**src/sv/quarter_rate_dc_notch_iq_macros.svh**
```systemverilog
// Assertion macros for the quarter-rate DC notch.
// Used by the top level; the bodies are empty when SYNTHESIS is defined.
`ifndef QUARTER_RATE_DC_NOTCH_IQ_MACROS_SVH
`define QUARTER_RATE_DC_NOTCH_IQ_MACROS_SVH
`ifndef SYNTHESIS
// Same-cycle implication.
`define QRDN_ASSERT_IMPL(label, clk, rst_n, ante, cons) \
  label: assert property (@(posedge clk) disable iff (!rst_n) (ante) |-> (cons)) \
    else $error("assertion failed: same-cycle implication");
// Next-cycle implication.
`define QRDN_ASSERT_NEXT(label, clk, rst_n, ante, cons) \
  label: assert property (@(posedge clk) disable iff (!rst_n) (ante) |=> (cons)) \
    else $error("assertion failed: next-cycle implication");
`else
`define QRDN_ASSERT_IMPL(label, clk, rst_n, ante, cons)
`define QRDN_ASSERT_NEXT(label, clk, rst_n, ante, cons)
`endif
`endif

```
**src/sv/qrdn_pkg.sv**
```systemverilog
// Shared types and constants for the quarter-rate DC notch.
// No dependencies; imported by every module of the block.
`default_nettype none
package qrdn_pkg;

  // Rotation phase: the sample is multiplied by j^phase.
  typedef logic [1:0] phase_t;

  localparam phase_t PH_ROT0   = 2'd0;  // x 1
  localparam phase_t PH_ROT90  = 2'd1;  // x j
  localparam phase_t PH_ROT180 = 2'd2;  // x -1
  localparam phase_t PH_ROT270 = 2'd3;  // x -j

  // Smoothing weight register
  localparam int unsigned GAIN_W = 15;
  localparam logic [GAIN_W-1:0] GAIN_RESET = 15'd3277;

endpackage
`default_nettype wire

```
**src/sv/qrdn_rotate.sv**
```systemverilog
// Complex rotation by j^phase, one bit of growth for the negated full-scale value.
// Depends on qrdn_pkg.
`default_nettype none
module qrdn_rotate #(
  parameter int unsigned W = 16
) (
  input  qrdn_pkg::phase_t phase_i,
  input  logic signed [W-1:0] re_i,
  input  logic signed [W-1:0] im_i,
  output logic signed [W:0]   re_o,
  output logic signed [W:0]   im_o
);
  import qrdn_pkg::*;

  logic signed [W:0] re_ext;
  logic signed [W:0] im_ext;
  logic signed [W:0] re_neg;
  logic signed [W:0] im_neg;

  assign re_ext = {re_i[W-1], re_i};
  assign im_ext = {im_i[W-1], im_i};
  assign re_neg = -re_ext;
  assign im_neg = -im_ext;

  always_comb begin
    case (phase_i)
      PH_ROT0: begin
        re_o = re_ext;
        im_o = im_ext;
      end
      PH_ROT90: begin
        re_o = im_neg;
        im_o = re_ext;
      end
      PH_ROT180: begin
        re_o = re_neg;
        im_o = im_neg;
      end
      PH_ROT270: begin
        re_o = im_ext;
        im_o = re_neg;
      end
      default: begin
        re_o = re_ext;
        im_o = im_ext;
      end
    endcase
  end

endmodule
`default_nettype wire

```
**src/sv/qrdn_leak.sv**
```systemverilog
// One-pole leaky average update: floor((avg*(ONE-g) + x*g) / 2^(SB-1)).
// Depends on qrdn_pkg for the gain register width.
`default_nettype none
module qrdn_leak #(
  parameter int unsigned SB = 16
) (
  input  logic [qrdn_pkg::GAIN_W-1:0] gain_i,
  input  logic signed [SB-1:0]        avg_i,
  input  logic signed [SB:0]          x_i,
  output logic signed [SB-1:0]        avg_o
);
  import qrdn_pkg::*;

  localparam int unsigned QS = SB - 1;
  localparam int unsigned GW = (GAIN_W > QS) ? GAIN_W : QS;
  localparam logic [GW-1:0] ONE_G = GW'({QS{1'b1}});

  logic [GW-1:0]            gain_ext;
  logic [GW-1:0]            gain_sat;
  logic [QS-1:0]            g;
  logic [QS-1:0]            coef;
  logic signed [2*SB-1:0]   prod_avg;
  logic signed [2*SB:0]     prod_x;
  logic signed [2*SB+1:0]   acc;
  logic signed [2*SB+1:0]   acc_sh;

  // Clamp the weight to one in the sample's Q format
  assign gain_ext = GW'(gain_i);
  assign gain_sat = (gain_ext > ONE_G) ? ONE_G : gain_ext;
  assign g        = gain_sat[QS-1:0];
  assign coef     = ONE_G[QS-1:0] - g;

  assign prod_avg = avg_i * $signed({1'b0, coef});
  assign prod_x   = x_i * $signed({1'b0, g});
  assign acc      = {{2{prod_avg[2*SB-1]}}, prod_avg} + {prod_x[2*SB], prod_x};
  assign acc_sh   = acc >>> QS;
  assign avg_o    = acc_sh[SB-1:0];

endmodule
`default_nettype wire

```
**src/sv/quarter_rate_dc_notch_iq.sv**
```systemverilog
// Path: an input transaction is held in the input register, then in the result register.
// Throughput: one transaction per cycle unless m_axis_tready stalls the output; the
// leaky-average loop (two multiplies and an add) closes within the second stage, from
// the average registers back to themselves.
// Reset: phase, both averages and all valid flags clear; gain returns to 3277.
// Depends on qrdn_pkg, qrdn_rotate, qrdn_leak and the assertion macro header.
`default_nettype none
`include "quarter_rate_dc_notch_iq_macros.svh"
module quarter_rate_dc_notch_iq #(
  parameter int unsigned SAMPLE_BITS = 16
) (
  input  logic                                clk_i,
  input  logic                                rst_ni,
  input  logic                                cfg_we_i,
  input  logic [qrdn_pkg::GAIN_W-1:0]         cfg_wdata_i,   // gain
  input  logic                                s_axis_tvalid,
  output logic                                s_axis_tready,
  // sample_re, sample_im, zero pad
  input  logic [((2*SAMPLE_BITS+7)/8)*8-1:0]  s_axis_tdata,
  output logic                                m_axis_tvalid,
  input  logic                                m_axis_tready,
  // out_re, out_im, zero pad
  output logic [((2*SAMPLE_BITS+9)/8)*8-1:0]  m_axis_tdata
);
  import qrdn_pkg::*;

  localparam int unsigned SB    = SAMPLE_BITS;
  localparam int unsigned OUT_W = ((2*SAMPLE_BITS+9)/8)*8;

  logic [GAIN_W-1:0]    gain_q;
  phase_t               phase_q, phase_d;
  logic                 s1_valid_q, s1_valid_d;
  logic signed [SB:0]   s1_re_q, s1_im_q;
  phase_t               s1_phase_q;
  logic signed [SB-1:0] avg_re_q, avg_re_d;
  logic signed [SB-1:0] avg_im_q, avg_im_d;
  logic                 out_valid_q, out_valid_d;
  logic signed [SB:0]   out_re_q, out_re_d;
  logic signed [SB:0]   out_im_q, out_im_d;

  logic                 in_acc;
  logic                 out_ld;
  logic                 s1_adv;
  logic signed [SB:0]   rot_re, rot_im;
  logic signed [SB+1:0] diff_re, diff_im;
  logic signed [SB+2:0] back_re, back_im;
  phase_t               inv_phase;

  assign out_ld        = !out_valid_q || m_axis_tready;
  assign s1_adv        = s1_valid_q && out_ld;
  assign s_axis_tready = !s1_valid_q || out_ld;
  assign in_acc        = s_axis_tvalid && s_axis_tready;

  // Stage one: rotate by j^phase
  qrdn_rotate #(.W(SB)) u_rot_fwd (
    .phase_i (phase_q),
    .re_i    (s_axis_tdata[SB-1:0]),
    .im_i    (s_axis_tdata[2*SB-1:SB]),
    .re_o    (rot_re),
    .im_o    (rot_im)
  );

  // Stage two: update averages, subtract, rotate back
  qrdn_leak #(.SB(SB)) u_leak_re (
    .gain_i (gain_q),
    .avg_i  (avg_re_q),
    .x_i    (s1_re_q),
    .avg_o  (avg_re_d)
  );

  qrdn_leak #(.SB(SB)) u_leak_im (
    .gain_i (gain_q),
    .avg_i  (avg_im_q),
    .x_i    (s1_im_q),
    .avg_o  (avg_im_d)
  );

  assign diff_re   = {s1_re_q[SB], s1_re_q} - {{2{avg_re_d[SB-1]}}, avg_re_d};
  assign diff_im   = {s1_im_q[SB], s1_im_q} - {{2{avg_im_d[SB-1]}}, avg_im_d};
  assign inv_phase = PH_ROT0 - s1_phase_q;

  qrdn_rotate #(.W(SB+2)) u_rot_inv (
    .phase_i (inv_phase),
    .re_i    (diff_re),
    .im_i    (diff_im),
    .re_o    (back_re),
    .im_o    (back_im)
  );

  // Result wraps to SB+1 bits; the true value always fits
  assign out_re_d    = back_re[SB:0];
  assign out_im_d    = back_im[SB:0];
  assign phase_d     = phase_q + 2'd1;
  assign s1_valid_d  = in_acc ? 1'b1 : (s1_adv ? 1'b0 : s1_valid_q);
  assign out_valid_d = out_ld ? s1_valid_q : out_valid_q;

  always_ff @(posedge clk_i or negedge rst_ni) begin
    if (!rst_ni) begin
      gain_q      <= GAIN_RESET;
      phase_q     <= PH_ROT0;
      s1_valid_q  <= 1'b0;
      avg_re_q    <= '0;
      avg_im_q    <= '0;
      out_valid_q <= 1'b0;
    end else begin
      if (cfg_we_i) begin
        gain_q <= cfg_wdata_i;
      end
      if (in_acc) begin
        phase_q <= phase_d;
      end
      // Averages advance only when an item leaves stage one
      if (s1_adv) begin
        avg_re_q <= avg_re_d;
        avg_im_q <= avg_im_d;
      end
      s1_valid_q  <= s1_valid_d;
      out_valid_q <= out_valid_d;
    end
  end

  always_ff @(posedge clk_i) begin
    if (in_acc) begin
      s1_re_q    <= rot_re;
      s1_im_q    <= rot_im;
      s1_phase_q <= phase_q;
    end
    if (s1_adv) begin
      out_re_q <= out_re_d;
      out_im_q <= out_im_d;
    end
  end

  assign m_axis_tvalid = out_valid_q;
  assign m_axis_tdata  = OUT_W'({out_im_q, out_re_q});

  `QRDN_ASSERT_NEXT(a_phase_step, clk_i, rst_ni, in_acc, phase_q == 2'($past(phase_q) + 2'd1))
  `QRDN_ASSERT_NEXT(a_avg_hold, clk_i, rst_ni, !s1_adv, $stable(avg_re_q) && $stable(avg_im_q))
  `QRDN_ASSERT_IMPL(a_full_stall, clk_i, rst_ni, s1_valid_q && out_valid_q && !m_axis_tready, !s_axis_tready)
  `QRDN_ASSERT_NEXT(a_out_fill, clk_i, rst_ni, s1_adv, out_valid_q)

endmodule
`default_nettype wire
```
**config.mk**
```make
export PLATFORM = sky130hd
export DESIGN_NAME = quarter_rate_dc_notch_iq
export DESIGN_NICKNAME = d
export VERILOG_FILES = /design/src/sv/qrdn_pkg.sv /design/src/sv/qrdn_rotate.sv /design/src/sv/qrdn_leak.sv /design/src/sv/quarter_rate_dc_notch_iq.sv
export VERILOG_INCLUDE_DIRS = /design/src /design/src/sv
export SDC_FILE = /design/constraint.sdc
export NUM_CORES = 2
export LEC_CHECK = 0
export BUFFER_PORTS_ARGS = -buffer_cell sky130_fd_sc_hd__buf_4
export CAP_MARGIN = 20
export CELL_PAD_IN_SITES_DETAIL_PLACEMENT = 1
export CELL_PAD_IN_SITES_GLOBAL_PLACEMENT = 2
export CORE_UTILIZATION = 35
export DETAILED_ROUTE_END_ITERATION = 10
export PLACE_DENSITY = 0.76
export SLEW_MARGIN = 20
export SYNTH_ARGS = -nofsm -noshare
export SYNTH_HDL_FRONTEND = slang
export SYNTH_SLANG_ARGS = --single-unit
```
**constraint.sdc**
```tcl
create_clock -name clk_i -period 12.1 [get_ports clk_i]
set_input_delay 0 -clock clk_i [delete_from_list [all_inputs] [get_ports clk_i]]
set_output_delay 0 -clock clk_i [all_outputs]
set_load 0.005 [all_outputs]
```
## After elaboration in Yosys (flattened, before gate mapping)

Index checks and enable logic that the tools add are counted.

| storage, ports and cells | value |
|---|---|
| logic and storage cells | 49 |
| bits in registers | 121 |
| output and inout port bits | 42 |
| input port bits | 52 |

| cells by class | value |
|---|---|
| add/subtract/negate cells | 11 |
| reductions and logical operators | 9 |
| order comparisons | 1 |
| multipliers | 4 |
| multiplexer cells | 7 |
| equality and inequality tests | 6 |

Operators with widths:

| operator | count |
|---|---|
| 17-bit one-hot mux with 4 select lines | 4 |
| 31-bit adder | 2 |
| 16-bit by 16-bit multiplier with 31-bit output | 2 |
| 17-bit by 16-bit multiplier with 31-bit output | 2 |
| 16-bit negation with 17-bit output | 2 |
| 17-bit negation | 2 |
| 17-bit by 16-bit subtractor with 17-bit output | 2 |
| 15-bit greater-than comparator (second input constant) | 1 |
| 15-bit 2-to-1 mux | 1 |
| 15-bit subtractor (first input constant) | 1 |
| 2-bit equality test (second input constant) | 4 |
| 2-bit by 1-bit equality test with 1-bit output (second input constant) | 2 |
| 2-bit zero test | 2 |
| 2-bit by 1-bit adder with 2-bit output (second input constant) | 1 |
| 1-bit logical AND | 2 |
| 1-bit zero test | 2 |
| 1-bit logical OR | 2 |
| 1-bit 2-to-1 mux | 2 |
| 2-bit nonzero test | 1 |
| 1-bit by 2-bit subtractor with 2-bit output (first input constant) | 1 |

## Depth between registers and ports, before layout

| depth | value |
|---|---|
| depth after elaboration | 8 |
| gate-level depth with buffers | 42 |
| mapped depth without buffers | 40 |

## Modules after synthesis

Synthesis repeated with hierarchy kept, for this count alone.

| unflattened totals | value |
|---|---|
| cell total of the unflattened synthesis | 4935 |
| area, all modules | 46330.7 µm² |

By module, submodules not included:

| module | area each (µm²) | sequential area each (µm²) | cells each | instances |
|---|---|---|---|---|
| qrdn_leak at u_leak_re | 18670.4 | 0.0 | 1971 | 1 |
| qrdn_leak at u_leak_im | 18640.4 | 0.0 | 1989 | 1 |
| quarter_rate_dc_notch_iq | 5704.2 | 3387.0 | 475 | 1 |
| qrdn_rotate at u_rot_inv | 1851.8 | 0.0 | 268 | 1 |
| qrdn_rotate at u_rot_fwd | 1463.9 | 0.0 | 232 | 1 |

## Least setup slack after synthesis

OpenSTA, ideal clock, no wires.

| timing path | value |
|---|---|
| path kind | reg2reg |
| start | register gain_q[2] |
| end | register out_im_q[14], data pin |
| arrival time | 9.925 ns |
| period minus slack after synthesis | 10.083 ns |
| buffers on the path | 2 |
| setup slack | 2.017 ns |
| data required time | 11.942 ns |
| cell stages (with the launch flop) | 39 |
| library setup time | 0.158 ns |
| path through | dfstp_2 clkbuf_1 clkbuf_1 nand2_1 fa_1 fa_1 inv_1 fa_1 inv_1 fa_1 inv_1 fa_1 fa_1 fa_1 fa_1 ha_1 a21o_1 a21oi_1 [... 3 more ...] xnor2_1 ha_1 fa_1 nor2b_1 o21ai_0 a21oi_1 o31ai_1 o31a_1 o311a_1 o211ai_1 o21ai_0 xnor2_1 nor4b_4 nand3_2 nor3b_2 nor2_1 mux4_2 a211oi_2 |

| on the way | value |
|---|---|
| word-level cells in the longest chain between the ends | 8 |
| elaborated cells on any way between the ends | 14 |
| classes of those cells | add/sub: 7; mul: 4; order compare: 1; mux: 2 |

RTL lines:

| element | line | source |
|---|---|---|
| start: declaration | quarter_rate_dc_notch_iq.sv:30 | `logic [GAIN_W-1:0] gain_q;` |
| start signal: assignment | quarter_rate_dc_notch_iq.sv:107 | `gain_q <= cfg_wdata_i;` |
| 15-bit greater-than comparator | qrdn_leak.sv:29 | `assign gain_sat = (gain_ext > ONE_G) ? ONE_G : gain_ext;` |
| 15-bit 2-to-1 mux * | qrdn_leak.sv:29 |  |
| 15-bit subtractor | qrdn_leak.sv:31 | `assign coef = ONE_G[QS-1:0] - g;` |
| 16-bit by 16-bit multiplier with 31-bit output | qrdn_leak.sv:33 | `assign prod_avg = avg_i * $signed({1'b0, coef});` |
| 31-bit adder * | qrdn_leak.sv:35 | `assign acc = {{2{prod_avg[2*SB-1]}}, prod_avg} + {prod_x[2*SB], prod_x};` |
| via avg_im_d[0] | quarter_rate_dc_notch_iq.sv:36 | `logic signed [SB-1:0] avg_im_q, avg_im_d;` |
| 17-bit by 16-bit subtractor with 17-bit output * | quarter_rate_dc_notch_iq.sv:79 | `assign diff_im = {s1_im_q[SB], s1_im_q} - {{2{avg_im_d[SB-1]}}, avg_im_d};` |
| 17-bit negation | qrdn_rotate.sv:23 | `assign im_neg = -im_ext;` |
| 17-bit one-hot mux with 4 select lines * | qrdn_rotate.sv:26 | `case (phase_i)` |
| via back_im[14] | quarter_rate_dc_notch_iq.sv:46 | `logic signed [SB+2:0] back_re, back_im;` |
| end signal: assignment | quarter_rate_dc_notch_iq.sv:130 | `out_im_q <= out_im_d;` |
| end: declaration | quarter_rate_dc_notch_iq.sv:39 | `logic signed [SB:0] out_im_q, out_im_d;` |

Mark *: on every way through the listed nets, which the timed path passes. The rest lies on a longest branch.
A chain may end at the register's enable or synchronous reset.

## Worst setup path in the final report

| timing path | value |
|---|---|
| start | register gain_q[12] |
| end | register out_im_q[15], data pin |

| on the way | value |
|---|---|
| word-level cells in the longest chain between the ends | 8 |
| elaborated cells on any way between the ends | 14 |
| classes of those cells | add/sub: 7; mul: 4; order compare: 1; mux: 2 |

RTL lines:

| element | line |
|---|---|
| 15-bit greater-than comparator | qrdn_leak.sv:29 |
| 15-bit 2-to-1 mux * | qrdn_leak.sv:29 |
| 15-bit subtractor | qrdn_leak.sv:31 |
| 16-bit by 16-bit multiplier with 31-bit output | qrdn_leak.sv:33 |
| 31-bit adder | qrdn_leak.sv:35 |
| 17-bit by 16-bit subtractor with 17-bit output, on equally long branches | quarter_rate_dc_notch_iq.sv:78, quarter_rate_dc_notch_iq.sv:79 |
| 17-bit negation, on equally long branches | qrdn_rotate.sv:22, qrdn_rotate.sv:23 |
| 17-bit one-hot mux with 4 select lines * | qrdn_rotate.sv:26 |
| via back_im[15] | quarter_rate_dc_notch_iq.sv:46 |

Marked as above.

==> impl_metrics.env <==
export IMPL_syn_to_final_growth_pct=8.83
export IMPL_final_antenna_net_count=0
export IMPL_critPathRequiredTime_ns=12.45
export IMPL_critical_path_class="flop to flop"
export IMPL_hold_viol_final=0
export IMPL_slew_headroom_pct=23.3
export IMPL_drtIter0Drc=1842
export IMPL_met3_usage_pct=2.70
export IMPL_clock_fmax_mhz=87.7
export IMPL_worst_pin_slew_ns=1.15
export IMPL_nNetsFinal=6364
export IMPL_ioPinCount=94
export IMPL_worst_path_max_delay_cell="dfrtp_2"
export IMPL_path_common_cell="fa_1"
export IMPL_synth_top_flop_cell="edfxtp_1"
export IMPL_cp_end_kind="flop"
export IMPL_drtPass1Iterations=7
export IMPL_maxCapViolCount=0
export IMPL_yosys_register_bits=121
export IMPL_dieWidth_um=366
export IMPL_drc=0
export IMPL_synth_cell_types=103
export IMPL_crit_fanout=29
export IMPL_antenna_found_initial=11
export IMPL_synth_top_area_cell="fa_1"
export IMPL_met1_usage_pct=30.3
export IMPL_gp_congestion=0.848
export IMPL_yosys_warnings=0
export IMPL_status="complete, no violations"
export IMPL_rsz0062_at_grt="no"
export IMPL_setup_violations=0
export IMPL_cts_root_buf="clkbuf_16"
export IMPL_grt_ovfl_total=0
export IMPL_finalSetupTns_ns=0
export IMPL_cts_htree_levels=4
export IMPL_clock_latency_ns=0.52
export IMPL_rows=133
export IMPL_start_util_pct=35.2
export IMPL_min_period_ns=11.41
export IMPL_synth_edff_count=70
export IMPL_grt_pass1_vias=38200
export IMPL_yosysSeqAreaShare_pct=7.31
export IMPL_final_common_cell="inv_1"
export IMPL_wl_um=139000
export IMPL_cts_max_path_buffers=2
export IMPL_viasPerCell=4.94
export IMPL_syn_inst=4913
export IMPL_crit_arrival_ns=11.76
export IMPL_hpwl_um=113000
export IMPL_grt_pass1_wl_um=225000
export IMPL_cts_tree="yes"
export IMPL_cts_buffers=17
export IMPL_vias=33200
export IMPL_synth_avg_cell_area_um2=9.43
export IMPL_cts_sinks=121
export IMPL_drv_slew=0
export IMPL_holdCritPathClass="input pin to flop"
export IMPL_start_kind="flop"
export IMPL_cpPeakStageDelay_ns=1.09
export IMPL_finClkSkew_ns=0.0193
export IMPL_grt_max_degree=91
export IMPL_postCtsSetupRepairBufs=0
export IMPL_wire_per_inst_um=20.7
export IMPL_die_area_mm2=0.134
export IMPL_design_core_area_mm2=0.131
export IMPL_synth_cell_area_mm2=0.0463
export IMPL_async_flop_share_pct=42.1
export IMPL_ff2ff_setup_slack_ns=0.69
export IMPL_yosys_area_top_type_share_pct=46.1
export IMPL_port_buffers=87
export IMPL_fin_crit_sh_pct=94.3
export IMPL_drive_gt1_share_pct=6.51
export IMPL_layout_common_cells="inv_1 (1139), fa_1 (1066), nor2b_1 (318)"
export IMPL_synthTopCellsByArea="fa_1 (46%), inv_1 (9.2%), ha_1 (8.0%), edfxtp_1 (4.5%), nor2b_1 (4.3%)"
export IMPL_clk_pin_slew_ns=0.07
export IMPL_use_met2_pct=36.4
export IMPL_die_h_um=366
export IMPL_busiest_layer="met2"
export IMPL_grt_use_total_pct=21.9
==> metal layers <==
layer	up-vias	share of wire, %
met5	-	0
met4	0	2.5
met3	138	4.0
met2	579	48
met1	17700	46
li1	14900	-
==> Yosys cell counts, types with 8 or more instances <==
cell / n
a211o_1: 9
a211oi_1: 21
a21o_1: 27
a21oi_1: 140
a221oi_1: 8
a31oi_1: 25
and2_1: 310
and3_1: 22
buf_1: 9
clkbuf_1: 232
dfrtp_1: 44
edfxtp_1: 70
fa_1: 1066
ha_1: 298
inv_1: 1139
mux2_2: 26
mux2i_1: 13
mux4_2: 9
nand2_1: 313
nand2b_1: 181
nand3_1: 45
nor2_1: 103
nor2b_1: 318
nor3_1: 42
nor3b_1: 9
o2111ai_1: 8
o211ai_1: 9
o21a_1: 13
o21ai_0: 77
o22ai_1: 31
o31ai_1: 9
or2_2: 8
or3_1: 13
xnor2_1: 83
xor2_1: 28
==> final cells by class <==
type,count,area (um2)
inverter,1142,4290
clock inverter,15,174
clock buffer,17,425
tap,1755,2200
timing repair buffer,259,2200
antenna,5,12.5
sequential,121,3410
multi-input combinational,3407,37700
fill,15200,81000
==> cells by family (layout without fill, tap and decap cells) <==
logic type	Yosys count	in the layout	share of synthesized area (%)
AND/OR/NAND/NOR	1397	1397	16.6
flip-flops	121	121	7.31
XOR/XNOR	117	117	2.34
buffers and inverters	1392	1433	11.4
other	1	13	0.00809
AO/OA/AOI/OAI	469	469	6.85
adder cells (fa/ha/maj)	1368	1368	54.2
multiplexers	48	48	1.35
==> timing repair <==
item | 4_1_cts | 5_1_grt
hold buffers | 68 | 0
endpoints found under the setup margin | 0 | 2
gates resized for setup | 0 | 5
hold endpoints to repair | 92 | 0
==> flip-flops by register name, indices dropped and copies added (netlist names) <==
name and cells:
out_im_q 17, phase_q 2, avg_im_q 16, s1_im_q 17, s1_valid_q 1, s1_re_q 17
out_re_q 17, avg_re_q 16, s1_phase_q 2, m_axis_tvalid 1, gain_q 15
==> stage by stage <==
stage	cells	utilization [%]	setup WS [ns]	hold slack [ns]	cell area (um2)
after detailed placement	6615	37.3	0.711	0.179	49100
after floorplan	4920	-	2.02	-0.296	46400
after CTS	6715	38.3	0.630	0.000768	50400
after global placement	6615	37.3	1.03	0.166	49100
final	6721	38.4	0.693	0.0407	50400
after global routing	6717	38.3	0.00447	0.0226	50400
==> final timing paths <==
path	start	to	cells past startpoint
worst max-delay path	gain_q[12]$_DFFE_PN0P_	out_im_q[15]$_DFFE_PP_	35
worst min-delay path	s_axis_tdata[26]	s1_im_q[10]$_DFFE_PP_	3
worst max register to register	gain_q[12]$_DFFE_PN0P_	out_im_q[15]$_DFFE_PP_	35
worst min register to register	phase_q[1]$_DFFE_PN0P_	s1_phase_q[1]$_DFFE_PP_	0
max in group asynchronous	rst_ni	gain_q[4]$_DFFE_PN0P_	2
min in group asynchronous	rst_ni	s1_valid_q$_DFFE_PN0P_	2
==> worst max-delay path: cells and delay by family, from the launching register on <==
kind                     cells  cell delay, ns
flip-flops                   1            1.09
buffers and inverters        3            0.57
AND/OR/NAND/NOR              8            1.66
XOR/XNOR                     3            0.63
AO/OA/AOI/OAI               11            2.91
adder cells (fa/ha/maj)     10            4.33
Power is left out: the tool's default activity adds up to more than one toggle a clock period on the data nets, which glitch-free logic cannot reach.
